[src/rtl/assert_macros.svh]
// Assertion macros used by the top level of the transcoder.
`ifndef ASSERT_MACROS_SVH
`define ASSERT_MACROS_SVH

`ifndef ASSERT_OFF

// Check that a property holds in the same cycle.
`define ASSERT_SAME(lbl, clk, rst_n, ante, cons, msg) \
    lbl: assert property (@(posedge clk) disable iff (!rst_n) (ante) |-> (cons)) \
        else $error(msg);

// Check that a property holds in the following cycle.
`define ASSERT_NEXT(lbl, clk, rst_n, ante, cons, msg) \
    lbl: assert property (@(posedge clk) disable iff (!rst_n) (ante) |=> (cons)) \
        else $error(msg);

`else

`define ASSERT_SAME(lbl, clk, rst_n, ante, cons, msg)
`define ASSERT_NEXT(lbl, clk, rst_n, ante, cons, msg)

`endif

`endif

[src/rtl/u8u16_pkg.sv]
// Package with shared types and constants of the UTF-8 to UTF-16 transcoder.
`default_nettype none

package u8u16_pkg;

    localparam int unsigned CP_W     = 21;
    localparam int unsigned Q_DEPTH  = 4;
    localparam int unsigned Q_PTR_W  = $clog2(Q_DEPTH);
    localparam int unsigned Q_CNT_W  = $clog2(Q_DEPTH + 1);

    localparam logic [CP_W-1:0] REPL_CHAR   = 21'h00FFFD;
    localparam logic [CP_W-1:0] PLANE1_BASE = 21'h010000;
    localparam logic [CP_W-1:0] CP_LIMIT    = 21'h110000;
    localparam logic [CP_W-1:0] HI_SURR     = 21'h00D800;
    localparam logic [CP_W-1:0] LO_SURR     = 21'h00DC00;
    localparam logic [CP_W-1:0] SURR_END    = 21'h00E000;
    localparam logic [5:0]      SIX_BITS    = 6'b111111;

    // One decoded code point waiting for the unit emitter.
    typedef struct packed {
        logic [CP_W-1:0] cp;
        logic            bad_lead;
        logic            raw_form;
    } t_cp_item;

    // Fill state of the queue between decoder and emitter.
    typedef struct packed {
        logic full;
        logic empty;
    } t_q_flags;

endpackage

`default_nettype wire

[src/rtl/u8u16_front.sv]
// Byte decoder: accepts UTF-8 bytes and assembles code points.
`default_nettype none

module u8u16_front (
    input  wire                   i_clk,
    input  wire                   i_rst_n,
    input  wire                   i_cfg_wr_en,
    input  wire                   i_cfg_wr_data,
    input  wire                   i_in_valid,
    input  wire  [7:0]            i_in_byte,
    input  u8u16_pkg::t_q_flags   i_q_flags,
    output logic                  o_push,
    output u8u16_pkg::t_cp_item   o_push_item
);
    import u8u16_pkg::*;

    logic            r_output_form;
    logic [1:0]      r_pending, n_pending;
    logic [CP_W-1:0] r_partial, n_partial;
    logic [CP_W-1:0] cont_bits;
    logic [CP_W-1:0] acc;
    logic            accept;

    always_ff @(posedge i_clk) begin
        if (!i_rst_n) begin
            r_output_form <= 1'b0;
            r_pending     <= 2'd0;
            r_partial     <= '0;
        end else begin
            if (i_cfg_wr_en) begin
                r_output_form <= i_cfg_wr_data;
            end
            r_pending <= n_pending;
            r_partial <= n_partial;
        end
    end

    always_comb begin
        accept    = i_in_valid & ~i_q_flags.full;
        n_pending = r_pending;
        n_partial = r_partial;
        o_push    = 1'b0;
        o_push_item.cp       = '0;
        o_push_item.bad_lead = 1'b0;
        o_push_item.raw_form = r_output_form;

        // place the six payload bits by their position in the sequence
        case (r_pending)
            2'd3:    cont_bits = {9'd0, i_in_byte[5:0] & SIX_BITS, 6'd0} << 6;
            2'd2:    cont_bits = {9'd0, i_in_byte[5:0] & SIX_BITS, 6'd0};
            default: cont_bits = {15'd0, i_in_byte[5:0] & SIX_BITS};
        endcase
        acc = r_partial | cont_bits;

        if (accept) begin
            if (r_pending != 2'd0) begin
                n_pending = r_pending - 2'd1;
                if (r_pending == 2'd1) begin
                    o_push         = 1'b1;
                    o_push_item.cp = acc;
                    n_partial      = '0;
                end else begin
                    n_partial = acc;
                end
            end else if (!i_in_byte[7]) begin
                o_push         = 1'b1;
                o_push_item.cp = {13'd0, i_in_byte};
            end else if (i_in_byte[7:5] == 3'b110) begin
                n_partial = {10'd0, i_in_byte[4:0], 6'd0};
                n_pending = 2'd1;
            end else if (i_in_byte[7:4] == 4'b1110) begin
                n_partial = {5'd0, i_in_byte[3:0], 12'd0};
                n_pending = 2'd2;
            end else if (i_in_byte[7:3] == 5'b11110) begin
                n_partial = {i_in_byte[2:0], 18'd0};
                n_pending = 2'd3;
            end else begin
                o_push               = 1'b1;
                o_push_item.cp       = REPL_CHAR;
                o_push_item.bad_lead = 1'b1;
            end
        end
    end

endmodule

`default_nettype wire

[src/rtl/u8u16_queue.sv]
// Short queue of decoded code points between decoder and unit emitter.
`default_nettype none

module u8u16_queue (
    input  wire                   i_clk,
    input  wire                   i_rst_n,
    input  wire                   i_push,
    input  u8u16_pkg::t_cp_item   i_push_item,
    input  wire                   i_pop,
    output u8u16_pkg::t_cp_item   o_head,
    output u8u16_pkg::t_q_flags   o_flags
);
    import u8u16_pkg::*;

    t_cp_item           r_mem [Q_DEPTH];
    logic [Q_PTR_W-1:0] r_wr_ptr;
    logic [Q_PTR_W-1:0] r_rd_ptr;
    logic [Q_CNT_W-1:0] r_count;

    always_ff @(posedge i_clk) begin
        if (i_push) begin
            r_mem[r_wr_ptr] <= i_push_item;
        end
    end

    always_ff @(posedge i_clk) begin
        if (!i_rst_n) begin
            r_wr_ptr <= '0;
            r_rd_ptr <= '0;
            r_count  <= '0;
        end else begin
            if (i_push) begin
                r_wr_ptr <= r_wr_ptr + 1'b1;
            end
            if (i_pop) begin
                r_rd_ptr <= r_rd_ptr + 1'b1;
            end
            case ({i_push, i_pop})
                2'b10:   r_count <= r_count + 1'b1;
                2'b01:   r_count <= r_count - 1'b1;
                default: r_count <= r_count;
            endcase
        end
    end

    assign o_head        = r_mem[r_rd_ptr];
    assign o_flags.full  = (r_count == Q_CNT_W'(Q_DEPTH));
    assign o_flags.empty = (r_count == '0);

endmodule

`default_nettype wire

[src/rtl/u8u16_back.sv]
// Unit emitter: turns queued code points into output units.
`default_nettype none

module u8u16_back (
    input  wire                   i_clk,
    input  wire                   i_rst_n,
    input  u8u16_pkg::t_cp_item   i_head,
    input  u8u16_pkg::t_q_flags   i_q_flags,
    output logic                  o_pop,
    output logic                  o_out_valid,
    input  wire                   i_out_stall,
    output logic [20:0]           o_out_unit,
    output logic                  o_replaced,
    output logic                  o_last_unit
);
    import u8u16_pkg::*;

    logic            r_out_valid;
    logic [CP_W-1:0] r_out_unit;
    logic            r_replaced;
    logic            r_last_unit;
    logic            r_low_due;
    logic [CP_W-1:0] r_low_unit;

    logic            can_load;
    logic [CP_W-1:0] v;
    logic [CP_W-1:0] first_unit;
    logic            first_repl;
    logic            first_last;
    logic            is_pair;

    always_comb begin
        v          = i_head.cp - PLANE1_BASE;
        first_unit = i_head.cp;
        first_repl = 1'b0;
        first_last = 1'b1;
        is_pair    = 1'b0;
        if (i_head.bad_lead) begin
            first_unit = REPL_CHAR;
            first_repl = 1'b1;
        end else if (i_head.raw_form) begin
            first_unit = i_head.cp;
        end else if (i_head.cp < HI_SURR ||
                     (i_head.cp >= SURR_END && i_head.cp < PLANE1_BASE)) begin
            first_unit = i_head.cp;
        end else if (i_head.cp >= PLANE1_BASE && i_head.cp < CP_LIMIT) begin
            first_unit = HI_SURR | {11'd0, v[19:10]};
            first_last = 1'b0;
            is_pair    = 1'b1;
        end else begin
            first_unit = REPL_CHAR;
            first_repl = 1'b1;
        end
    end

    assign can_load = ~r_out_valid | ~i_out_stall;
    assign o_pop    = can_load & ~r_low_due & ~i_q_flags.empty;

    always_ff @(posedge i_clk) begin
        if (!i_rst_n) begin
            r_out_valid <= 1'b0;
            r_low_due   <= 1'b0;
        end else if (can_load) begin
            if (r_low_due) begin
                r_out_valid <= 1'b1;
                r_low_due   <= 1'b0;
            end else begin
                r_out_valid <= ~i_q_flags.empty;
                r_low_due   <= ~i_q_flags.empty & is_pair;
            end
        end
    end

    // payload registers: hold while stalled
    always_ff @(posedge i_clk) begin
        if (can_load) begin
            if (r_low_due) begin
                r_out_unit  <= r_low_unit;
                r_replaced  <= 1'b0;
                r_last_unit <= 1'b1;
            end else begin
                r_out_unit  <= first_unit;
                r_replaced  <= first_repl;
                r_last_unit <= first_last;
                r_low_unit  <= LO_SURR | {11'd0, v[9:0]};
            end
        end
    end

    assign o_out_valid = r_out_valid;
    assign o_out_unit  = r_out_unit;
    assign o_replaced  = r_replaced;
    assign o_last_unit = r_last_unit;

endmodule

`default_nettype wire

[src/rtl/utf8_to_utf16_transcoder_unit.sv]
// Top level of the UTF-8 to UTF-16 / UTF-32 transcoder.
//
// Usage:
//   Input channel: one UTF-8 byte per item on i_in_byte, handshake
//   i_in_valid / o_in_stall. Output channel: one code unit per item on
//   o_out_unit with o_replaced and o_last_unit, handshake o_out_valid /
//   i_out_stall. i_cfg_wr_en / i_cfg_wr_data write output_form (0 gives
//   UTF-16 units, 1 gives raw code points); write it only while idle.
//   Throughput: one byte per cycle while o_in_stall is low. A code point
//   goes into the queue, then into the output register, before its first
//   unit is offered; the low surrogate of a pair is offered in the cycle
//   after the high one is taken. The rate is set by the byte decoder, which
//   takes one byte a cycle, and by the single output register, which sends
//   one unit a cycle while i_out_stall is low; pairs only follow four-byte
//   sequences, so the emitter keeps pace. A four-entry queue between decoder
//   and emitter absorbs output stalls; once it is full, o_in_stall rises.
//   Reset (synchronous, active low) empties queue and output register,
//   drops any partly assembled sequence and sets output_form to 0.
`default_nettype none

module utf8_to_utf16_transcoder_unit (
    input  wire         i_clk,
    input  wire         i_rst_n,
    input  wire         i_cfg_wr_en,
    input  wire         i_cfg_wr_data,
    input  wire         i_in_valid,
    output logic        o_in_stall,
    input  wire  [7:0]  i_in_byte,
    output logic        o_out_valid,
    input  wire         i_out_stall,
    output logic [20:0] o_out_unit,
    output logic        o_replaced,
    output logic        o_last_unit
);
    import u8u16_pkg::*;

`include "assert_macros.svh"

    t_cp_item push_item;
    t_cp_item head_item;
    t_q_flags q_flags;
    logic     push;
    logic     pop;

    // stall the byte stream only when the queue cannot take a code point
    assign o_in_stall = q_flags.full;

    u8u16_front u_front (
        .i_clk         (i_clk),
        .i_rst_n       (i_rst_n),
        .i_cfg_wr_en   (i_cfg_wr_en),
        .i_cfg_wr_data (i_cfg_wr_data),
        .i_in_valid    (i_in_valid),
        .i_in_byte     (i_in_byte),
        .i_q_flags     (q_flags),
        .o_push        (push),
        .o_push_item   (push_item)
    );

    u8u16_queue u_queue (
        .i_clk       (i_clk),
        .i_rst_n     (i_rst_n),
        .i_push      (push),
        .i_push_item (push_item),
        .i_pop       (pop),
        .o_head      (head_item),
        .o_flags     (q_flags)
    );

    u8u16_back u_back (
        .i_clk       (i_clk),
        .i_rst_n     (i_rst_n),
        .i_head      (head_item),
        .i_q_flags   (q_flags),
        .o_pop       (pop),
        .o_out_valid (o_out_valid),
        .i_out_stall (i_out_stall),
        .o_out_unit  (o_out_unit),
        .o_replaced  (o_replaced),
        .o_last_unit (o_last_unit)
    );

    // never write into a full queue
    `ASSERT_SAME(a_no_overflow, i_clk, i_rst_n, push, !q_flags.full, "queue overflow")
    // never pop an empty queue
    `ASSERT_SAME(a_no_underflow, i_clk, i_rst_n, pop, !q_flags.empty, "queue underflow")
    // a high surrogate is never a replacement and lies in the high range
    `ASSERT_SAME(a_high_surr, i_clk, i_rst_n, o_out_valid && !o_last_unit,
                 !o_replaced && (o_out_unit[20:10] == 11'h036), "bad high surrogate")
    // a taken high surrogate is followed at once by its low half
    `ASSERT_NEXT(a_pair_follows, i_clk, i_rst_n,
                 o_out_valid && !i_out_stall && !o_last_unit,
                 o_out_valid && o_last_unit && (o_out_unit[20:10] == 11'h037),
                 "low surrogate missing")

endmodule

`default_nettype wire

[config.mk]
export PLATFORM = sky130hd
export DESIGN_NAME = utf8_to_utf16_transcoder_unit
export DESIGN_NICKNAME = d
export VERILOG_FILES = /design/src/rtl/u8u16_pkg.sv /design/src/rtl/u8u16_front.sv /design/src/rtl/u8u16_queue.sv /design/src/rtl/u8u16_back.sv /design/src/rtl/utf8_to_utf16_transcoder_unit.sv
export VERILOG_INCLUDE_DIRS = /design/src /design/src/rtl
export SDC_FILE = /design/constraint.sdc
export NUM_CORES = 1
export LEC_CHECK = 0
export BUFFER_PORTS_ARGS = -buffer_cell sky130_fd_sc_hd__buf_2
export CAP_MARGIN = 0
export CORE_UTILIZATION = 60
export CTS_BUF_LIST = sky130_fd_sc_hd__clkbuf_8
export DETAILED_ROUTE_END_ITERATION = 10
export GPL_ROUTABILITY_DRIVEN = 0
export GPL_TIMING_DRIVEN = 1
export PLACE_DENSITY = 0.89
export SLEW_MARGIN = 15
export SYNTH_ARGS = -nofsm -noshare
export SYNTH_HDL_FRONTEND = slang
export SYNTH_SLANG_ARGS = --single-unit
[constraint.sdc]
create_clock -name i_clk -period 3.3 [get_ports i_clk]
set_input_delay 0.33 -clock i_clk [delete_from_list [all_inputs] [get_ports i_clk]]
set_output_delay 0.33 -clock i_clk [all_outputs]
set_load 0.01 [all_outputs]
Word-level counts from Yosys, hierarchy flattened
Memory sizes are Yosys's and may differ from the RTL's. A register that Yosys moved wholly into a read port is not among the register bits.
Cells that the tools add are included.
{ "classes": {"n_addsub": 6, "order_cmp": 5, "n_eq_ne": 9, "n_mux": 48, "n_bitwise": 11, "reduce_logical": 12} }
{ "op_table": {"columns": ["op", "count"], "rows": [
  ["2-to-1 mux 21 bit", 11],
  ["2-to-1 mux 22 bit", 3],
  ["case mux 18 bit (2 select lines)", 1],
  ["2-to-1 mux 14 bit", 2],
  ["greater-or-equal comparator 21 x 16 -> 1 bit, second input constant", 1],
  ["greater-or-equal comparator 21 x 17 -> 1 bit, second input constant", 1],
  ["< comparator 21 x 16 -> 1 bit, second input constant", 1],
  ["< comparator 21 x 17 -> 1 bit, second input constant", 1],
  ["< comparator 21 bit, second input constant", 1],
  ["2-to-1 mux 1 bit", 21],
  ["OR 21 x 18 -> 21 bit", 1],
  ["subtractor 20 x 17 -> 20 bit, second input constant", 1],
  ["2-to-1 mux 17 bit", 1],
  ["2-to-1 mux 2 bit", 7],
  ["2-to-1 mux 10 bit", 1],
  ["== test 2 bit, second input constant", 3],
  ["== test 3 bit, second input constant", 2],
  ["case mux 3 bit (2 select lines)", 1],
  ["nonzero test 2 bit", 3],
  ["== test 5 bit, second input constant", 1],
  ["inverter 1 bit", 5],
  ["adder 2 x 1 -> 2 bit, second input constant", 2],
  ["AND 1 bit", 4],
  ["== test 2 x 1 -> 1 bit, second input constant", 2],
  ["13 further kinds", 14]
]} }
{ "word_totals": {"regBits": 66, "mem_bits_rw": 92, "input_bits": 14, "output_inout_bits": 25, "wordCells": 106, "n_memories": 1} }
{ "mem_list": {"columns": ["name", "words", "width", "read_ports", "rd_ports_with_merged_regs", "wr", "line_no", "rtl"], "rows": [
  ["u_queue.r_mem", 4, 23, 1, 1, 1, "u8u16_queue.sv:15", "t_cp_item r_mem [Q_DEPTH];"]
]} }

Longest topological paths before layout
{ "logic_depth": {"depth_word": 9, "depth_mapped": 11, "ltp_nobuf": 10} }

Hierarchy
A second synthesis with hierarchy kept.
{ "hier_totals": {"cells_unflattened": 426, "area_unflattened_um2": 6558.8} }
{ "by_module_without_submodules": {"columns": ["mod", "instances", "cells_per_inst", "area_per_inst_um2", "seq_area_each_um2"], "rows": [
  ["u8u16_queue", 1, 166, 3803.6, 2942.8],
  ["u8u16_back", 1, 115, 1507.7, 1031.0],
  ["u8u16_front", 1, 145, 1247.4, 480.5]
]} }

Worst setup path after synthesis
Ideal clock, no wire load.
{ "synth_timing": {"path_kind": "reg2reg", "startpoint": "reg u_queue.r_count[2]", "endpoint": "reg u_queue.r_count[2]", "setup_ns": 0.076, "t_arrival_ns": 2.644, "required_time_ns": 3.224, "slack_ns": 0.580, "path_stages_with_launch": 12, "path_buffers": 1, "period_less_slack_ns": 2.720, "cell_sequence": "dfxtp_1 -> nor3b_1 -> nor3b_1 -> clkbuf_1 -> o21a_1 -> clkinv_1 -> ha_1 -> inv_1 -> fa_1 -> xor2_1 -> or3_1 -> a21boi_0"} }
{ "synth_via": {"elab_chain_len": 6, "word_cells_on_any_way": 13, "classes_between": "add/sub (2); eq/ne (3); mux (2); bitwise (4); reduce/logical (2)"} }
{ "synth_rtl": {"columns": ["item", "line_no", "rtl"], "rows": [
  ["from (decl)", "u8u16_queue.sv:18", "logic [Q_CNT_W-1:0] r_count;"],
  ["from (signal assigned)", "u8u16_queue.sv:39", "2'b10: r_count <= r_count + 1'b1;"],
  ["from (signal assigned)", "u8u16_queue.sv:40", "2'b01: r_count <= r_count - 1'b1;"],
  ["from (signal assigned)", "u8u16_queue.sv:41", "default: r_count <= r_count;"],
  ["== test 3 bit *", "u8u16_queue.sv:47", "assign o_flags.full = (r_count == Q_CNT_W'(Q_DEPTH));"],
  ["net o_in_stall", "utf8_to_utf16_transcoder_unit.sv:27", "output logic o_in_stall,"],
  ["inverter 1 bit *", "u8u16_front.sv:39", "accept = i_in_valid & ~i_q_flags.full;"],
  ["AND 1 bit *", "u8u16_front.sv:39", null],
  ["2-to-1 mux 1 bit *", "u8u16_front.sv:55", "if (accept) begin"],
  ["== test 2 x 1 -> 1 bit / == test 2 bit (equally long branches)", "u8u16_queue.sv:38", "case ({i_push, i_pop})"],
  ["case mux 3 bit (2 select lines) / nonzero test 2 bit (equally long branches)", null, null]
]} }
The timed path passes the listed nets; every way through them passes the cells marked *.
A chain may end at the register's enable or synchronous reset.

Worst setup path in the final report
{ "layout_timing": {"startpoint": "reg u_queue.r_count[2]", "endpoint": "reg u_queue.r_count[2]"} }
{ "layout_via": {"elab_chain_len": 6, "word_cells_on_any_way": 13, "classes_between": "add/sub (2); eq/ne (3); mux (2); bitwise (4); reduce/logical (2)"} }
{ "layout_rtl": {"columns": ["item", "line_no"], "rows": [
  ["== test 3 bit", "u8u16_queue.sv:47"],
  ["inverter 1 bit", "u8u16_front.sv:39"],
  ["AND 1 bit", "u8u16_front.sv:39"],
  ["2-to-1 mux 1 bit", "u8u16_front.sv:55"],
  ["== test 2 x 1 -> 1 bit / == test 2 bit (equally long branches)", "u8u16_queue.sv:38"],
  ["case mux 3 bit (2 select lines) / nonzero test 2 bit (equally long branches)", null]
]} }
Parallel ways exist; a longest one is shown, timed or not.

==> results.tsv <==
metric	value	unit
Tmin final	2.810	ns
Leakage	2.576	nW
Residual DRC	0	
Worst Setup SP	u_queue.r_count[2]	
RSZ-0062 raised after global routing	no	
setup TNS	0	ns
RR Startpoint	u_queue.r_count[2]	
skew final	0.02185	ns
CP startpoint kind	register	
Clock Power Share	0.217	
most frequent cells in the layout	edfxtp_1 (125), buf_2 (38), dfxtp_1 (35)	
Max Fanout on Critical Path	11	
crit path kind	register to register	
MaxCap Viol Count	0	
Longest Clk Path Bufs	2	
final hold viol count	0	
vias	3975	
total global routing overflow	0	
total number of H-tree levels	4	
Core ar.	10510	sq um
Antenna Diode Count	0	
power density over the cells	792.4	nW/um^2
initial antenna violation count	0	
peak supply drop	0.4973	mV
largest net degree at the start of global routing	30	
PortBufs	38	
Reg power frac	0.481	
fin. max-slew vios	0	
final WL	13220	microns
Comb pwr share	0.303	
Finished Layout Cells	636	
Sw Ratio	0.3309	
Cell Rows	37	
most common cell after layout, fill and taps aside	edfxtp_1	
CTS tree	built	
Die W	106.9	microns
post_cts resized	0	
crit-path max cell delay	0.34	ns
Syn Area/Cell	15.11	sq um
post-CTS setup buffer count	0	
largest area contributor in the netlist	edfxtp_1	
global-route wire length before repair	20490	microns
Synthesized Nets	460	
Pint	0.003879	W
Achievable Freq	0.3558	GHz
DRT Pass-1 Iters	5	
dpl hpwl	9186	microns
Placed Instances	604	
synthesized area	6605	sq um
Die Y	106.9	microns
vias in the first global route	3946	
Filler Cell Count	661	
synth unique cells	60	
P&R area growth vs syn	10.76	%
share of flip-flops with an asynchronous set or reset	0	
Ys Warns	0	
Clk pin slew, worst setup/hold paths	0.09	ns
total track usage	0.2513	
Post-Syn Instances	437	
period utilization	0.8516	
Net Switching	0.001918	W
area fraction of the dominant cell type after synthesis	0.5683	
final setup vio count	0	
CP max stage cell	dfxtp_1	
Die Area	11430	sq um
EDFF count, synth	125	
post-cts hold buffer count	0	
I/O pins	39	
clk sinks	160	
Hold Path Class	primary input to register	
sequential area share after synthesis	0.6744	
clk_lat worst skew	0.45	ns
actual slew at the worst max-slew pin	0.9453	ns
top cells by area, synth	edfxtp_1 (57%), dfxtp_1 (11%), mux4_2 (7.8%), and2_1 (1.5%), ha_1 (1.5%)	
status	complete, no violations	
Data required, critical path	3.68	ns
crit-path cells	nor3b_1, buf_4, nor3b_1, buf_4, o21a_1, clkinv_1, ha_1, inv_1, fa_1, xor2_1, or3_1, a21boi_0	
Final nets	510	
Initial Utilization	0.6285	
ys flop type	edfxtp_1	
Hold Path Origin	i_cfg_wr_data	
vias per cell	6.250	
relative slew slack	0.3682	
1st-iter DRT viols	274	
Critical Path End Type	register	
DRT antenna net count	0	
CTS root buf	clkbuf_8	
WP data arrival	3.19	ns
Inserted Clock Buffers	17	
wire per inst	20.79	microns
register bit total from synthesis	160	
share of cells above drive strength 1	0.2400	
[power groups by stage]
stage	Clock, W	Combinational (W)	Sequential, W
2_1_floorplan	0	0.00114	0.00286
3_3_place_gp	0	0.00165	0.00281
3_5_place_dp	0	0.00173	0.00284
4_1_cts	0.00128	0.00174	0.00279
5_1_grt	0.00136	0.00189	0.00282
6_report	0.00126	0.00175	0.00279
[metrics by stage]
stage	total power [W]	setup WS, ns	util	hold WS (ns)	area (sq um)
floorplan	0.003996	0.5801	-	0.4286	6605
global placement	0.004461	0.6807	0.6632	0.4412	6969
detailed placement	0.004561	0.5344	0.6632	0.4526	6969
CTS	0.005803	0.4989	0.6962	0.1491	7316
global route	0.006060	0.2762	0.6962	0.1576	7316
finish	0.005797	0.4897	0.6962	0.1686	7316
[state kept, by name (all words and copies together) (netlist names), named ones only]
register	flops
u_back.o_replaced	1
u_front.r_partial	21
u_back.r_low_due	1
u_front.r_pending	2
u_back.o_out_valid	1
u_queue.r_mem	92
u_queue.r_count	3
u_back.o_last_unit	1
u_queue.r_wr_ptr	2
u_queue.r_rd_ptr	2
u_back.r_low_unit	10
u_front.r_output_form	1
u_back.o_out_unit	21
[critical path, delay by kind of cell (launching register included)]
family          cells  cell delay, ns
compound gates      2            0.45
xor+xnor            1            0.08
fa+ha+maj           2            0.51
buf+inv             4            0.72
flops               1            0.34
simple gates        3            0.63
[synth_stat cells (5+ instances only)]
cell and n:
edfxtp_1 125, ha_1 8, nor2_1 21, nand3_1 7
and3_1 11, nor2b_1 5, nor3_1 8, nand2b_1 12
a21oi_1 14, a21boi_0 8, o221a_2 5, mux4_2 23
nand2_1 18, and2_1 16, inv_1 14, a21o_1 8
dfxtp_1 35, o21ai_0 5, clkbuf_1 14, a22o_1 7
[path summary, 6_finish.rpt]
check / cells after the start / slack, ns / end
setup / recovery: 12 / 0.49 / u_queue.r_count[2]
hold / removal: 3 / 0.17 / u_front.r_output_form
setup reg to reg: 12 / 0.49 / u_queue.r_count[2]
hold reg to reg: 2 / 0.46 / u_front.r_partial[20]
[metal layers]
| layer | up-vias | share of wire | global-route usage |
|---|---|---|---|
| li1 | 1787 | - | - |
| met1 | 1967 | 0.40 | 0.3031 |
| met4 | 0 | 0.033 | 0.1272 |
| met2 | 182 | 0.51 | 0.4161 |
| met5 | - | 0 | 0 |
| met3 | 39 | 0.059 | 0.06991 |
[logic make-up after synthesis]
kind of cell,after synthesis,share of synthesized area
DFF,160,0.6744
and+or+nand+nor,120,0.1000
AOI/OAI and AO/OA,78,0.09036
buffers and inverters,37,0.02444
muxes,27,0.08468
adders and majority gates,9,0.01819
xor gates and xnor gates,6,0.007956
[final cells by class]
cell class,instances,area (sq um),share of cell area
Sequential cell,160,4454,0.6089
Multi-Input combinational cell,240,1989,0.2719
Timing Repair Buffer,52,295.3,0.04036
Clock buffer,17,234.0,0.03198
Tap cell,136,170.2,0.02326
Clock inverter,15,112.6,0.01539
Inverter,16,60.06,0.008209
(Power assumes the default switching activity.)
